===== src/hdl/lodc_pkg.sv =====
`default_nettype none

package lodc_pkg;

  localparam int unsigned MAX_LOCKS_DEF   = 32;
  localparam int unsigned STACK_DEPTH_DEF = 16;
  localparam int unsigned LOCK_ID_W       = 5;
  localparam int unsigned DEPTH_W         = 5;

  typedef enum logic {
    CMD_ACQUIRE = 1'b0,
    CMD_RELEASE = 1'b1
  } cmd_e;

  typedef enum logic [2:0] {
    STAT_OK       = 3'd0,
    STAT_CYCLE    = 3'd1,
    STAT_EMPTY    = 3'd2,
    STAT_MISMATCH = 3'd3,
    STAT_HALTED   = 3'd4,
    STAT_OVERFLOW = 3'd5
  } status_e;

  typedef enum logic [2:0] {
    STATE_IDLE,
    STATE_REDUCE,
    STATE_STACK,
    STATE_EDGE,
    STATE_REACH,
    STATE_DONE
  } state_e;

  typedef struct packed {
    cmd_e                 cmd;
    logic [LOCK_ID_W-1:0] lock_id;
  } in_item_t;

  typedef struct packed {
    status_e            status;
    logic [DEPTH_W-1:0] held_depth;
  } out_item_t;

  // status of the reachability unit toward the sequencer
  typedef struct packed {
    logic busy;
    logic done;
    logic found;
  } reach_stat_t;

endpackage

`default_nettype wire


===== src/hdl/lodc_reach.sv =====
`default_nettype none

module lodc_reach #(
  parameter int unsigned MAX_LOCKS = lodc_pkg::MAX_LOCKS_DEF,
  localparam int unsigned ID_W = $clog2(MAX_LOCKS)
) (
  input  wire logic                 clk_i,
  input  wire logic                 rst_ni,
  input  wire logic                 start_i,
  input  wire logic [ID_W-1:0]      start_id_i,
  input  wire logic [ID_W-1:0]      target_id_i,
  output logic                      rd_en_o,
  output logic      [ID_W-1:0]      rd_addr_o,
  input  wire logic [MAX_LOCKS-1:0] rd_data_i,
  output lodc_pkg::reach_stat_t     stat_o
);

  logic [MAX_LOCKS-1:0] seen_q, seen_d;
  logic [MAX_LOCKS-1:0] pend_q, pend_d;
  logic [MAX_LOCKS-1:0] merged;
  logic [MAX_LOCKS-1:0] pick;
  logic [MAX_LOCKS-1:0] start_bit;
  logic [ID_W-1:0]      pick_idx;
  logic [ID_W-1:0]      target_q;
  logic                 inflight_q;
  logic                 busy_q;
  logic                 done;

  // one row is read per cycle while any lock is pending; rows are merged lowest pending lock first
  always_comb begin
    merged    = inflight_q ? rd_data_i : '0;
    pick      = pend_q & (~pend_q + 1'b1);
    pick_idx  = '0;
    for (int i = 0; i < MAX_LOCKS; i++) begin
      if (pick[i]) begin
        pick_idx = pick_idx | ID_W'(i);
      end
    end
    pend_d    = (pend_q & ~pick) | (merged & ~seen_q);
    seen_d    = seen_q | merged;
    start_bit = {{(MAX_LOCKS-1){1'b0}}, 1'b1} << start_id_i;
    done      = busy_q && (pend_q == '0) && !inflight_q;
  end

  assign rd_en_o   = busy_q && (pend_q != '0);
  assign rd_addr_o = pick_idx;

  assign stat_o.busy  = busy_q;
  assign stat_o.done  = done;
  assign stat_o.found = seen_q[target_q];

  always_ff @(posedge clk_i or negedge rst_ni) begin
    if (!rst_ni) begin
      busy_q     <= 1'b0;
      inflight_q <= 1'b0;
      seen_q     <= '0;
      pend_q     <= '0;
    end else if (start_i) begin
      busy_q     <= 1'b1;
      inflight_q <= 1'b0;
      seen_q     <= start_bit;
      pend_q     <= start_bit;
    end else if (busy_q) begin
      inflight_q <= rd_en_o;
      seen_q     <= seen_d;
      pend_q     <= pend_d;
      if (done) begin
        busy_q <= 1'b0;
      end
    end
  end

  always_ff @(posedge clk_i) begin
    if (start_i) begin
      target_q <= target_id_i;
    end
  end

endmodule

`default_nettype wire


===== config.mk =====
export PLATFORM = sky130hd
export DESIGN_NAME = lodc_reach
export DESIGN_NICKNAME = d
export VERILOG_FILES = /design/src/hdl/lodc_pkg.sv /design/src/hdl/lodc_reach.sv
export SDC_FILE = /design/constraint.sdc
export NUM_CORES = 1
export LEC_CHECK = 0
export BUFFER_PORTS_ARGS = -buffer_cell sky130_fd_sc_hd__buf_2
export CORE_MARGIN = 5
export CORE_UTILIZATION = 53
export DETAILED_ROUTE_END_ITERATION = 6
export PLACE_DENSITY = 0.76
export SYNTH_ARGS = -nofsm -noshare
export SYNTH_HDL_FRONTEND = slang
export SYNTH_SLANG_ARGS = --single-unit

===== constraint.sdc =====
create_clock -name clk_i -period 2.2 [get_ports clk_i]
set_input_delay 0.44 -clock clk_i [delete_from_list [all_inputs] [get_ports clk_i]]
set_output_delay 0.44 -clock clk_i [all_outputs]
set_load 0.01 [all_outputs]

==> tab_implementation.tex <==
\begin{tabular}{lr}
\hline
Metric & Value \\
\hline
\multicolumn{2}{l}{\textbf{Synthesis}} \\
\quad Fraction of synthesis flops using an asynchronous set or reset pin & 0.930 \\
\quad Largest area contributor in the netlist & sky130\_fd\_sc\_hd\_\_dfrtp\_1 \\
\quad Top area cells in the synthesized netlist & sky130\_fd\_sc\_hd\_\_dfrtp\_1, sky130\_fd\_sc\_hd\_\_a21oi\_1, sky130\_fd\_sc\_hd\_\_nor2\_1 \\
\quad Largest family of logic cells by synthesized area & compound AO/OA/AOI/OAI gates \\
\quad Count of unique library cells instantiated by Yosys & 66 \\
\quad Synth warnings & 0 \\
\quad Simple-gate area share of the yosys netlist & 0.240 \\
\quad Register area share after synthesis & 0.385 \\
\quad Cell area after technology mapping & 4670 um\^{}2 \\
\quad Post-Synth Adder-Cell Area & 0 \\
\quad Net Count, Synth & 602 \\
\quad Xor/xnor cell area share of the yosys netlist & 0 \\
\quad Share of the synthesized area in the top cell type & 0.353 \\
\quad Cell count after synthesis & 557 \\
\quad Top FF cell, synth & sky130\_fd\_sc\_hd\_\_dfrtp\_1 \\
\quad Average footprint of a synthesized cell & 8.39 um\^{}2 \\
\quad Mux share of post-synthesis cell area & 0.0506 \\
\quad Number of synthesized flops with an enable pin & 5 \\
\quad Flops \& latches, synth & 71 \\
\quad Fraction of the mapped netlist area in compound gates & 0.284 \\
\multicolumn{2}{l}{\textbf{Layout}} \\
\quad Number of antenna cells inserted & 0 \\
\quad Layout cell share with drive strength beyond 1 & 0.291 \\
\quad Syn-to-layout area delta & 29.5\% \\
\quad Number of nets in the final layout & 733 \\
\quad Cell Count, Final, Fillers Out & 801 \\
\multicolumn{2}{l}{\textbf{Global routing}} \\
\quad Via count of the first global-routing pass & 5,083 \\
\quad Initial antenna violation count & 0 \\
\quad Global-route usage over all layers & 0.305 \\
\quad Largest net degree at the start of global routing & 67 \\
\quad First-pass GRT wire length & 26,800 um \\
\quad Total overflow reported by the global router & 0 \\
\multicolumn{2}{l}{\textbf{STA}} \\
\quad Setup violators final & 9 \\
\quad Worst hold slack after final layout & 0.0892 ns \\
\quad Max Fclk & 0.355 GHz \\
\quad Worst Tran Pin Value & 0.708 ns \\
\quad Crit path time final & 2.81 ns \\
\quad Final hold vios & 0 \\
\quad Final slew viol count & 0 \\
\quad Final cycle utilization of the critical path & 1.28 \\
\quad Worst setup slack after layout & -0.613 ns \\
\quad Worst-case headroom to the max-slew limit & 0.528 \\
\quad Worst clock skew & 0.0112 ns \\
\quad RSZ-0062 raised after global routing & true \\
\multicolumn{2}{l}{\textbf{Die}} \\
\quad Overall die area & 10,800 um\^{}2 \\
\quad Height of the die & 104 um \\
\quad Row Count & 34 \\
\quad Number of top-level pins & 54 \\
\quad Starting density of the core & 0.539 \\
\quad Die Width & 104 um \\
\quad Placeable Area & 8680 um\^{}2 \\
\multicolumn{2}{l}{\textbf{Power}} \\
\quad Static leakage & 2.73 nW \\
\quad Power per standard cell area & 736 nW/um\^{}2 \\
\quad Maximum ir drop on the vdd rail & 0.439 mV \\
\multicolumn{2}{l}{\textbf{Route}} \\
\quad Residual DRC & 0 \\
\quad DR iter-0 viols & 572 \\
\quad Antenna-violating nets left & 0 \\
\quad Number of optimization iterations in the first detailed-route pass & 5 \\
\quad Vias per Instance & 6.64 \\
\quad Detailed-route wire length per cell & 21.0 um \\
\quad Final WL & 16,800 um \\
\quad DR vias & 5,322 \\
\multicolumn{2}{l}{\textbf{Setup path}} \\
\quad CP cell instances & or4\_4 -> or3\_4 -> nor3\_4 -> buf\_4 -> buf\_6 -> a31oi\_4 -> buf\_6 \\
\quad Cell at the slowest stage of the critical path & sky130\_fd\_sc\_hd\_\_or4\_4 \\
\quad Crit Path Max Fanout & 4 \\
\quad Worst path most repeated cell & sky130\_fd\_sc\_hd\_\_buf\_6 \\
\quad Worst path required time & 1.76 ns \\
\quad Stage delay of the slowest cell on the critical path & 0.54 ns \\
\quad Crit path arrival time & 2.37 ns \\
\quad Endpoint kind of the worst setup timing path & primary output \\
\quad Category of the critical setup timing path & flop to primary output \\
\quad Category of the worst setup path launch point & flop \\
\multicolumn{2}{l}{\textbf{CTS}} \\
\quad TritonCTS clock tree & built \\
\quad Clock tree root driver cell & sky130\_fd\_sc\_hd\_\_clkbuf\_8 \\
\quad CTS hold repair buffers & 0 \\
\quad Clock latency on the worst-skew pair & 0.35 ns \\
\quad Maximum buffer depth of the clock tree & 2 \\
\quad Count of clock tree sinks & 71 \\
\quad H-tree depth & 3 \\
\quad CTS clk-pin slew, worst paths & 0.08 ns \\
\quad TritonCTS Buffers & 9 \\
\multicolumn{2}{l}{\textbf{Run status}} \\
\quad Violations in the final reports & setup timing \\
\quad Run status & complete, but fails checks \\
\multicolumn{2}{l}{\textbf{Hold path}} \\
\quad Worst Hold Class & input port to asynchronous set/reset pin \\
\multicolumn{2}{l}{\textbf{Place}} \\
\quad Routability-driven placement congestion ratio & 0.943 \\
\quad I/O Buffers & 53 \\
\quad DPL Wire Length & 12,400 um \\
\quad Number of placed instances, taps included & 778 \\
\multicolumn{2}{l}{\textbf{Flow run}} \\
\quad MaxCap Viol Count & 0 \\
\hline
\end{tabular}
[worst paths after layout]
kind	slack (ns)	start	end	cells after the start
max in group asynchronous	1.79	rst_ni	pend_q[0]$_DFFE_PN0P_	2
worst min register to register	0.57	seen_q[6]$_DFFE_PN0P_	seen_q[6]$_DFFE_PN0P_	1
min in group clk_i	0.26	target_id_i[1]	target_q[1]$_DFFE_PP_	1
worst max register to register	-0.17	pend_q[26]$_DFFE_PN0P_	pend_q[30]$_DFFE_PN0P_	8
worst min-delay path	0.09	rst_ni	seen_q[31]$_DFFE_PN0P_	2
worst max-delay path	-0.61	pend_q[26]$_DFFE_PN0P_	rd_en_o	7
[state kept, by name, summed over array words and instances (netlist names)]
signal      count
seen_q         32
pend_q         32
busy_q          1
inflight_q      1
target_q        5
[cells in the final DEF (no fill, tap or decap), drive strengths merged, types with 3 or more instances in the layout]
cell,count
a211oi,8
a21oi,79
a2bb2oi,3
a31oi,12
a32oi,3
and4b,3
buf,151
clkbuf,13
dfrtp,66
edfxtp,5
inv,16
mux4,10
nand2,57
nand2b,4
nand3,15
nand3b,11
nand4,5
nor2,66
nor2b,9
nor3,17
nor4,9
o2111ai,3
o21a,19
o21ai,41
o21bai,4
o22a,11
o22ai,4
o31ai,4
or3,4
or4,3
[what timing repair did]
action                     in CTS  in global routing
pin swaps                       3                  6
setup buffers                   2                  5
gates resized for setup         8                 15
setup endpoints to repair      10                 14
[cell usage after synthesis, types with 3 or more instances]
library cell	count
sky130_fd_sc_hd__a21oi_1	79
sky130_fd_sc_hd__dfrtp_1	66
sky130_fd_sc_hd__nor2_1	66
sky130_fd_sc_hd__nand2_1	57
sky130_fd_sc_hd__o21ai_0	40
sky130_fd_sc_hd__clkbuf_1	24
sky130_fd_sc_hd__o21a_1	19
sky130_fd_sc_hd__inv_1	16
sky130_fd_sc_hd__nand3_1	15
sky130_fd_sc_hd__nor3_1	14
sky130_fd_sc_hd__a31oi_1	12
sky130_fd_sc_hd__nand3b_1	11
sky130_fd_sc_hd__o22a_1	11
sky130_fd_sc_hd__mux4_2	10
sky130_fd_sc_hd__nor2b_1	9
sky130_fd_sc_hd__a211oi_1	8
sky130_fd_sc_hd__nor4_1	7
sky130_fd_sc_hd__edfxtp_1	5
sky130_fd_sc_hd__nand2b_1	4
sky130_fd_sc_hd__o21bai_1	4
sky130_fd_sc_hd__o22ai_1	4
sky130_fd_sc_hd__o31ai_1	4
sky130_fd_sc_hd__a2bb2oi_1	3
sky130_fd_sc_hd__a32oi_1	3
sky130_fd_sc_hd__and4b_1	3
sky130_fd_sc_hd__buf_1	3
sky130_fd_sc_hd__nand4_1	3
sky130_fd_sc_hd__o2111ai_1	3
sky130_fd_sc_hd__or3_1	3
[final cells by class]
type,count,area (um^2)
clock buffer,13,160
clock inverter,3,40.0
fill,663,2630
inverter,16,60.1
multi-input combinational,439,2780
sequential,71,1800
tap,108,135
timing repair buffer,151,1070
[cells by family after synthesis]
group / count (synthesis)
simple gates: 216
compound gates: 212
flops: 71
buf+inv: 47
mux: 11
[metrics by stage]
step	total power [mW]	instance area (um^2)	setup slack, ns	utilization	TNS (ns)
2_1_floorplan	2.46	4680	-0.161	-	-0.526
3_3_place_gp	3.16	5680	-0.163	0.655	-1.02
3_5_place_dp	3.21	5680	-0.206	0.655	-1.51
4_1_cts	4.33	5940	-0.575	0.685	-4.32
5_1_grt	4.66	6050	-0.669	0.697	-5.27
6_report	4.46	6050	-0.613	0.697	-4.71
[where the power goes]
group          switching (mW)  internal, mW  leakage, nW
logic                   0.951         0.833         1.71
registers               0.134          1.45        0.914
clock network           0.500         0.591        0.103
[metal layers]
metal / part of all wire / GRT usage / routed length (um)
met4: 0.029 / 0.0999 / 492
met3: 0.11 / 0.0490 / 1810
met1: 0.41 / 0.443 / 6920
met2: 0.45 / 0.466 / 7600
met5: 0 / 0 / 0
[critical path, delay by kind of cell (launching register included)]
family	cells	cell delay, ns
AOI/OAI and AO/OA	1	0.08
DFF	1	0.39
buffers and inverters	3	0.41
and+or+nand+nor	3	1.12
No activity file was read; power rests on OpenSTA's default activity.
